===== config.mk =====
export PLATFORM = sky130hd
export DESIGN_NAME = rpn_stack_evaluator_core
export DESIGN_NICKNAME = d
export VERILOG_FILES = /design/src/rtl/rpn_pkg.sv /design/src/rtl/rpn_stack.sv /design/src/rtl/rpn_alu.sv /design/src/rtl/rpn_stack_evaluator_core.sv
export SDC_FILE = /design/constraint.sdc
export NUM_CORES = 2
export LEC_CHECK = 0
export BUFFER_PORTS_ARGS = -buffer_cell sky130_fd_sc_hd__buf_2
export CORE_AREA = 10 10 404 288
export CTS_CLUSTER_DIAMETER = 80
export DETAILED_ROUTE_END_ITERATION = 16
export DIE_AREA = 0 0 414 298
export PLACE_DENSITY = 0.71
export SETUP_SLACK_MARGIN = 0.15
export SKIP_CTS_REPAIR_TIMING = 1
export SYNTH_ARGS = -nofsm -noshare
export SYNTH_HDL_FRONTEND = slang
export SYNTH_SLANG_ARGS = --single-unit

===== constraint.sdc =====
create_clock -name clk -period 7.75 [get_ports clk]
set_input_delay 0.775 -clock clk [delete_from_list [all_inputs] [get_ports clk]]
set_output_delay 0.775 -clock clk [all_outputs]
set_load 0.02 [all_outputs]

===== src/rtl/rpn_pkg.sv =====
// shared types, codes and constants for the rpn evaluator
package rpn_pkg;

	localparam int WORD_W              = 32;
	localparam int OPERAND_W           = 31;
	localparam int DEPTH_OUT_W         = 5;
	localparam int DEFAULT_STACK_DEPTH = 16;

	// input opcodes
	localparam logic [2:0] OP_PUSH = 3'd0;
	localparam logic [2:0] OP_ADD  = 3'd1;
	localparam logic [2:0] OP_SUB  = 3'd2;
	localparam logic [2:0] OP_MUL  = 3'd3;
	localparam logic [2:0] OP_DIV  = 3'd4;
	localparam logic [2:0] OP_END  = 3'd5;

	// result status codes
	localparam logic [2:0] ST_OK         = 3'd0;
	localparam logic [2:0] ST_ANSWER     = 3'd1;
	localparam logic [2:0] ST_BADOPS     = 3'd2;
	localparam logic [2:0] ST_UNEXPECTED = 3'd3;
	localparam logic [2:0] ST_DEPTH      = 3'd4;
	localparam logic [2:0] ST_DIVZERO    = 3'd5;
	localparam logic [2:0] ST_OVERFLOW   = 3'd6;

	typedef enum logic [1:0] {
		ALU_ADD = 2'd0,
		ALU_SUB = 2'd1,
		ALU_MUL = 2'd2,
		ALU_DIV = 2'd3
	} alu_op_t;

	typedef struct packed {
		logic              start;
		alu_op_t           op;
		logic [WORD_W-1:0] a;
		logic [WORD_W-1:0] b;
	} alu_req_t;

	typedef struct packed {
		logic [2:0]           opcode;
		logic [OPERAND_W-1:0] operand_value;
	} in_item_t;

	typedef struct packed {
		logic [2:0]              status;
		logic signed [WORD_W-1:0] result_value;
		logic [DEPTH_OUT_W-1:0]  stack_depth;
	} out_item_t;

endpackage


===== src/rtl/rpn_stack.sv =====
// operand stack memory: one write port, two registered read ports
module rpn_stack #(
	parameter int DEPTH = rpn_pkg::DEFAULT_STACK_DEPTH,
	localparam int AW   = (DEPTH > 1) ? $clog2(DEPTH) : 1
) (
	input  logic                      clk,
	input  logic                      wr_en,
	input  logic [AW-1:0]             wr_addr,
	input  logic [rpn_pkg::WORD_W-1:0] wr_data,
	input  logic [AW-1:0]             rd_addr_a,
	input  logic [AW-1:0]             rd_addr_b,
	output logic [rpn_pkg::WORD_W-1:0] rd_data_a,
	output logic [rpn_pkg::WORD_W-1:0] rd_data_b
);

	logic [rpn_pkg::WORD_W-1:0] mem [DEPTH];

	always_ff @(posedge clk) begin
		if (wr_en) begin
			mem[wr_addr] <= wr_data;
		end
	end

	always_ff @(posedge clk) begin
		rd_data_a <= mem[rd_addr_a];
		rd_data_b <= mem[rd_addr_b];
	end

endmodule


===== src/rtl/rpn_alu.sv =====
// shared arithmetic unit: registered add/sub/mul, bit-serial signed divide
module rpn_alu (
	input  logic                       clk,
	input  logic                       arst_n,
	input  rpn_pkg::alu_req_t          req,
	output logic                       done,
	output logic [rpn_pkg::WORD_W-1:0] result
);

	localparam int W = rpn_pkg::WORD_W;

	typedef enum logic [2:0] {
		A_IDLE = 3'b001,
		A_DIV  = 3'b010,
		A_SIGN = 3'b100
	} alu_state_t;

	alu_state_t               state_q;
	logic [$clog2(W)-1:0]     cnt_q;
	logic [W-1:0]             rem_q;
	logic [W-1:0]             quo_q;
	logic [W-1:0]             dvs_q;
	logic                     neg_q;
	logic                     done_q;
	logic [W-1:0]             res_q;

	logic [W:0]   trial;
	logic         borrow;
	logic [W-1:0] mag_a;
	logic [W-1:0] mag_b;

	assign mag_a  = req.a[W-1] ? (W'(0) - req.a) : req.a;
	assign mag_b  = req.b[W-1] ? (W'(0) - req.b) : req.b;
	// restoring step: shift in next dividend bit, try subtracting divisor
	assign trial  = {rem_q, quo_q[W-1]} - {1'b0, dvs_q};
	assign borrow = trial[W];

	always_ff @(posedge clk or negedge arst_n) begin
		if (!arst_n) begin
			state_q <= A_IDLE;
			done_q  <= 1'b0;
			cnt_q   <= '0;
		end else begin
			done_q <= 1'b0;
			case (state_q)
				A_IDLE: begin
					if (req.start) begin
						if (req.op == rpn_pkg::ALU_DIV) begin
							state_q <= A_DIV;
							cnt_q   <= '0;
						end else begin
							done_q <= 1'b1;
						end
					end
				end
				A_DIV: begin
					cnt_q <= cnt_q + 1'b1;
					if (cnt_q == {$clog2(W){1'b1}}) begin
						state_q <= A_SIGN;
					end
				end
				A_SIGN: begin
					done_q  <= 1'b1;
					state_q <= A_IDLE;
				end
				default: begin
					state_q <= A_IDLE;
				end
			endcase
		end
	end

	always_ff @(posedge clk) begin
		case (state_q)
			A_IDLE: begin
				if (req.start) begin
					case (req.op)
						rpn_pkg::ALU_ADD: res_q <= req.a + req.b;
						rpn_pkg::ALU_SUB: res_q <= req.a - req.b;
						rpn_pkg::ALU_MUL: res_q <= req.a * req.b;
						default: begin
							rem_q <= '0;
							quo_q <= mag_a;
							dvs_q <= mag_b;
							neg_q <= req.a[W-1] ^ req.b[W-1];
						end
					endcase
				end
			end
			A_DIV: begin
				if (borrow) begin
					rem_q <= {rem_q[W-2:0], quo_q[W-1]};
				end else begin
					rem_q <= trial[W-1:0];
				end
				quo_q <= {quo_q[W-2:0], ~borrow};
			end
			A_SIGN: begin
				res_q <= neg_q ? (W'(0) - quo_q) : quo_q;
			end
			default: begin
			end
		endcase
	end

	assign done   = done_q;
	assign result = res_q;

endmodule


===== src/rtl/rpn_stack_evaluator_core.sv =====
// Reverse Polish evaluator over a bounded stack of signed 32-bit values. One token is taken
// at a time: in_ready is high only while the sequencer is idle. A push, end marker, error or
// any token seen while an error is latched is decoded with the registered stack read, then its
// result is loaded; add, subtract and multiply also pass through the shared arithmetic unit
// before the result load; divide runs in the bit-serial divider (one quotient bit per cycle,
// then sign correction and the done handoff) before the result load. Results
// sit in an output register, so a new token can be taken while the last result waits. The stack is
// a memory with two registered read ports and needs no clearing after reset.
module rpn_stack_evaluator_core #(
	parameter int STACK_DEPTH = rpn_pkg::DEFAULT_STACK_DEPTH
) (
	input  logic               clk,
	input  logic               arst_n,
	input  logic               in_valid,
	output logic               in_ready,
	input  rpn_pkg::in_item_t  in_data,
	output logic               out_valid,
	input  logic               out_ready,
	output rpn_pkg::out_item_t out_data
);

	localparam int W    = rpn_pkg::WORD_W;
	localparam int AW   = (STACK_DEPTH > 1) ? $clog2(STACK_DEPTH) : 1;
	localparam int SPW  = $clog2(STACK_DEPTH + 1);
	localparam int DOW  = rpn_pkg::DEPTH_OUT_W;
	localparam int SPXW = (SPW > DOW) ? SPW : DOW;

	typedef enum logic [3:0] {
		S_IDLE   = 4'b0001,
		S_DECODE = 4'b0010,
		S_ALU    = 4'b0100,
		S_FINISH = 4'b1000
	} seq_state_t;

	seq_state_t         state_q;
	logic [2:0]         op_q;
	logic [W-2:0]       val_q;
	logic [SPW-1:0]     sp_q;
	logic [2:0]         err_q;
	rpn_pkg::out_item_t pend_q;
	rpn_pkg::out_item_t out_q;
	logic               out_valid_q;

	logic [SPW-1:0]     sp_m1;
	logic [SPW-1:0]     sp_m2;
	logic [SPW-1:0]     sp_p1;
	logic [SPXW-1:0]    sp_p1_ext;
	logic [SPXW-1:0]    sp_m1_ext;
	logic [W-1:0]       top_val;
	logic [W-1:0]       below_val;
	logic               wr_en;
	logic [AW-1:0]      wr_addr;
	logic [W-1:0]       wr_data;
	rpn_pkg::alu_req_t  alu_req;
	logic               alu_done;
	logic [W-1:0]       alu_result;
	logic               in_xfer;
	logic               load_out;
	logic               is_arith;
	logic               push_ok;

	assign sp_m1     = sp_q - 1'b1;
	assign sp_m2     = sp_q - 2'd2;
	assign sp_p1     = sp_q + 1'b1;
	assign sp_p1_ext = SPXW'(sp_p1);
	assign sp_m1_ext = SPXW'(sp_m1);

	assign in_ready = (state_q == S_IDLE);
	assign in_xfer  = in_valid && in_ready;
	assign load_out = (state_q == S_FINISH) && (!out_valid_q || out_ready);
	assign is_arith = op_q inside {rpn_pkg::OP_ADD, rpn_pkg::OP_SUB,
		rpn_pkg::OP_MUL, rpn_pkg::OP_DIV};
	assign push_ok  = (op_q == rpn_pkg::OP_PUSH) && (sp_q < SPW'(STACK_DEPTH));

	rpn_stack #(
		.DEPTH(STACK_DEPTH)
	) u_stack (
		.clk      (clk),
		.wr_en    (wr_en),
		.wr_addr  (wr_addr),
		.wr_data  (wr_data),
		.rd_addr_a(sp_m1[AW-1:0]),
		.rd_addr_b(sp_m2[AW-1:0]),
		.rd_data_a(top_val),
		.rd_data_b(below_val)
	);

	rpn_alu u_alu (
		.clk   (clk),
		.arst_n(arst_n),
		.req   (alu_req),
		.done  (alu_done),
		.result(alu_result)
	);

	// arithmetic is started only when the operands are known good
	always_comb begin
		alu_req.start = (state_q == S_DECODE) && (err_q == rpn_pkg::ST_OK) && is_arith &&
			(sp_q >= SPW'(2)) && !((op_q == rpn_pkg::OP_DIV) && (top_val == '0));
		alu_req.a     = below_val;
		alu_req.b     = top_val;
		case (op_q)
			rpn_pkg::OP_ADD: alu_req.op = rpn_pkg::ALU_ADD;
			rpn_pkg::OP_SUB: alu_req.op = rpn_pkg::ALU_SUB;
			rpn_pkg::OP_MUL: alu_req.op = rpn_pkg::ALU_MUL;
			default:         alu_req.op = rpn_pkg::ALU_DIV;
		endcase
	end

	always_comb begin
		wr_en   = 1'b0;
		wr_addr = sp_q[AW-1:0];
		wr_data = {1'b0, val_q};
		if ((state_q == S_DECODE) && (err_q == rpn_pkg::ST_OK) && push_ok) begin
			wr_en = 1'b1;
		end else if ((state_q == S_ALU) && alu_done) begin
			wr_en   = 1'b1;
			wr_addr = sp_m2[AW-1:0];
			wr_data = alu_result;
		end
	end

	always_ff @(posedge clk or negedge arst_n) begin
		if (!arst_n) begin
			state_q <= S_IDLE;
			sp_q    <= '0;
			err_q   <= rpn_pkg::ST_OK;
		end else begin
			case (state_q)
				S_IDLE: begin
					if (in_xfer) begin
						state_q <= S_DECODE;
					end
				end
				S_DECODE: begin
					state_q <= S_FINISH;
					if (err_q != rpn_pkg::ST_OK) begin
						sp_q <= '0;
						if (op_q == rpn_pkg::OP_END) begin
							err_q <= rpn_pkg::ST_OK;
						end
					end else if (op_q == rpn_pkg::OP_PUSH) begin
						if (push_ok) begin
							sp_q <= sp_p1;
						end else begin
							sp_q  <= '0;
							err_q <= rpn_pkg::ST_OVERFLOW;
						end
					end else if (is_arith) begin
						if (sp_q < SPW'(2)) begin
							sp_q  <= '0;
							err_q <= rpn_pkg::ST_BADOPS;
						end else if ((op_q == rpn_pkg::OP_DIV) && (top_val == '0)) begin
							sp_q  <= '0;
							err_q <= rpn_pkg::ST_DIVZERO;
						end else begin
							state_q <= S_ALU;
						end
					end else if (op_q == rpn_pkg::OP_END) begin
						sp_q <= '0;
					end else begin
						sp_q  <= '0;
						err_q <= rpn_pkg::ST_UNEXPECTED;
					end
				end
				S_ALU: begin
					if (alu_done) begin
						sp_q    <= sp_m1;
						state_q <= S_FINISH;
					end
				end
				S_FINISH: begin
					if (load_out) begin
						state_q <= S_IDLE;
					end
				end
				default: begin
					state_q <= S_IDLE;
				end
			endcase
		end
	end

	// token capture and pending result
	always_ff @(posedge clk) begin
		if (in_xfer) begin
			op_q  <= in_data.opcode;
			val_q <= in_data.operand_value;
		end
		if (state_q == S_DECODE) begin
			pend_q.result_value <= '0;
			pend_q.stack_depth  <= '0;
			if (err_q != rpn_pkg::ST_OK) begin
				pend_q.status <= err_q;
			end else if (op_q == rpn_pkg::OP_PUSH) begin
				if (push_ok) begin
					pend_q.status       <= rpn_pkg::ST_OK;
					pend_q.result_value <= {1'b0, val_q};
					pend_q.stack_depth  <= sp_p1_ext[DOW-1:0];
				end else begin
					pend_q.status <= rpn_pkg::ST_OVERFLOW;
				end
			end else if (is_arith) begin
				if (sp_q < SPW'(2)) begin
					pend_q.status <= rpn_pkg::ST_BADOPS;
				end else begin
					pend_q.status <= rpn_pkg::ST_DIVZERO;
				end
			end else if (op_q == rpn_pkg::OP_END) begin
				if (sp_q == SPW'(1)) begin
					pend_q.status       <= rpn_pkg::ST_ANSWER;
					pend_q.result_value <= top_val;
				end else begin
					pend_q.status <= rpn_pkg::ST_DEPTH;
				end
			end else begin
				pend_q.status <= rpn_pkg::ST_UNEXPECTED;
			end
		end else if ((state_q == S_ALU) && alu_done) begin
			pend_q.status       <= rpn_pkg::ST_OK;
			pend_q.result_value <= alu_result;
			pend_q.stack_depth  <= sp_m1_ext[DOW-1:0];
		end
		if (load_out) begin
			out_q <= pend_q;
		end
	end

	always_ff @(posedge clk or negedge arst_n) begin
		if (!arst_n) begin
			out_valid_q <= 1'b0;
		end else begin
			if (out_valid_q && out_ready) begin
				out_valid_q <= 1'b0;
			end
			if (load_out) begin
				out_valid_q <= 1'b1;
			end
		end
	end

	assign out_valid = out_valid_q;
	assign out_data  = out_q;

endmodule


==> metrics.cfg <==
[status]
outcome = finished, final reports clean

[floorplanning]
ios = 80
die_w_microns = 414
initial_utilization_pct = 52.89
coreArea_sq_mm = 0.1082
die_y_microns = 298
row_count = 101
die_area_sq_mm = 0.1234

[final_layout]
fillers = 8675
areaGrowthSynthToFinish_pct = 9.485
final_util_pct = 57.90
nets = 5262
drive_gt1_share_pct = 16.55

[clocking]
tritoncts = built
cts_htree_levels = 3
insertion_delay_ps = 700
cts_root_buffer = clkbuf_16
ctsLongestPathBuffers = 3
numCtsBuffers = 82
cts.sinks = 841
path_clk_slew_ps = 80

[routing]
drc = 0
via_per_inst = 6.254
drt_iter0_drc = 5100
routedWlPerCell_microns = 27.00
ant_nets = 0
via_count = 38300
postRouteWirelength_microns = 165300
drt-pass1-iter-count = 8

[hold_path]
min_path_type = in -> async

[synth]
synth_enable_flop_cells = 755
avgSynthCellArea_sq_um = 12.51
synth_async_sr_flop_share_pct = 2.616
synth_cells = 4572
yosys_warnings = 0
synth_nets = 5224
ys_ff_latch = 841
ys.flop_type = edfxtp_1
netlist_area_sq_mm = 0.05721
yosysSeqAreaShare_pct = 42.84
ys_types = 89

[placed_design]
dp_hpwl_microns = 114900
portBuffers = 79
gp_congestion = 0.9544

[sta]
fmax_mhz = 135.9
relSlewSlack_pct = 22.36
drv_slew = 0
min_period_ps = 7360
fin_crit_sh_pct = 94.97
finalSetupViolCount = 0
rsz0062_at_grt = true
fin_skew_ps = 41.98
finalHoldViolCount = 0
tightest_slew_ps = 1165
tns_ps = 0

[global_route]
antenna_found_initial = 3
grt_overflow = 0
grt_pass1_wl_microns = 249800
grt_pass1_vias = 38980
grt_max_degree = 120
track_usage_pct = 26.75

[run]
cap_violations = 0

[setup_path]
end_kind = register
cp-start-kind = register
path_max_fanout = 7
worstRegToRegCells = 26
arrival_ps = 7770
crit_type = reg -> reg
required_ps = 8160

## cell usage after synthesis, drive strengths merged, types with 27 or more instances
cell type,count,share of area [%]
inv,455,3.0
o21ai,149,1.3
or3,29,0.33
clkbuf,246,1.6
xor2,96,1.5
nand2,535,3.5
ha,204,4.5
a21oi,194,1.7
mux4,320,13
and2,321,3.5
a21o,27,0.35
dfxtp,64,2.2
xnor2,165,2.5
mux2i,29,0.51
edfxtp,755,40
nor3,43,0.40
nand2b,27,0.30
o31ai,33,0.46
buf,31,0.24
nor2,138,0.91
fa,410,14
## worst paths after layout
check	start	to	slack, ps
min in group clk	in_data[23]	val_q[23]	260
worst max register to register	u_stack.rd_data_b[16]	u_alu.result[28]	390
worst min register to register	pend_q[39]	out_data[39]	420
max in group asynchronous	arst_n	sp_q[1]	7270
worst min-delay path	arst_n	sp_q[0]	80
worst max-delay path	u_stack.rd_data_b[16]	u_alu.result[28]	390
## stage by stage
| stage | cells | hold WS [ps] | cell area (sq um) | setup WS, ps |
|---|---|---|---|---|
| global route | 6119 | 87.29 | 62620 | 84.37 |
| finish | 6124 | 82.53 | 62640 | 389.5 |
| detailed placement | 5968 | 404.5 | 59750 | 294.1 |
| floorplan | 4572 | 400.3 | 57210 | 552.9 |
| global placement | 5968 | 402.9 | 59750 | 435.6 |
| CTS | 6119 | 69.92 | 62550 | 228.2 |
## worst max-delay path: stages, from the launching register on
cell and delay (ps):
dfxtp_2 390, and2_1 180, fa_1 590, inv_1 70, fa_1 520, fa_1 460, fa_1 550, inv_1 60
fa_1 500, inv_1 60, fa_1 530, inv_1 50, fa_1 490, fa_1 460, ha_4 320, nand2_2 90
nor3_2 260, nand3_1 130, o311a_1 170, o221ai_2 240, buf_4 200, o41ai_1 80, buf_4 160, xnor2_1 120
a21oi_1 160, o21ai_0 100, a21boi_0 160
## flip-flops by register name, indices dropped and copies added, names as in the netlist
| name | count |
|---|---|
| u_alu.cnt_q | 5 |
| out_data | 40 |
| u_alu.rem_q | 32 |
| u_stack.mem | 512 |
| u_alu.state_q | 3 |
| u_stack.rd_data_a | 32 |
| u_alu.quo_q | 32 |
| out_valid | 1 |
| val_q | 31 |
| op_q | 3 |
| u_alu.neg_q | 1 |
| u_stack.rd_data_b | 32 |
| state_q | 4 |
| err_q | 3 |
| sp_q | 5 |
| pend_q | 40 |
| u_alu.done | 1 |
| u_alu.dvs_q | 32 |
| u_alu.result | 32 |
## logic make-up after synthesis
group                      count (synthesis)  share of synthesized area (%)
and+or+nand+nor                         1221                          10.46
xor gates and xnor gates                 261                          3.996
buffers and inverters                    733                          4.851
AOI/OAI and AO/OA                        550                          5.888
muxes                                    352                          13.16
adders and majority gates                614                          18.81
DFF                                      841                          42.84
## layout by cell type, fill, tap and decap left out, types with 145 or more instances in the layout
master | Yosys | final
a21oi_1 | 193 | 192
edfxtp_1 | 755 | 755
nand2_1 | 534 | 531
fa_1 | 410 | 410
inv_1 | 454 | 454
ha_1 | 204 | 200
mux4_2 | 320 | 320
buf_4 | 0 | 145
xnor2_1 | 165 | 163
and2_1 | 320 | 318
## final cells by class
cell class / count / area, sq um / share of cell area (%)
inverters: 456 / 1712 / 2.733
flip-flops and latches: 841 / 24540 / 39.18
multi-input cells: 2998 / 30170 / 48.16
diodes: 5 / 12.51 / 0.01998
clock inverters: 39 / 543.0 / 0.8669
well taps: 1442 / 1804 / 2.880
clock buffers: 112 / 2255 / 3.600
repair buffers: 231 / 1605 / 2.563
## per-layer routing
metal  share of wire [%]  global-route usage [%]  vias to the layer above
li1                    -                       -                    16130
met5               0.016                       0                        -
met3                  14                   8.878                      329
met2                  43                   38.42                     2533
met1                  40                   38.22                    19310
met4                 3.4                   8.605                        4
Power is not shown: default switching activity piles up to over one toggle a cycle in this logic, so the estimate is an artifact.
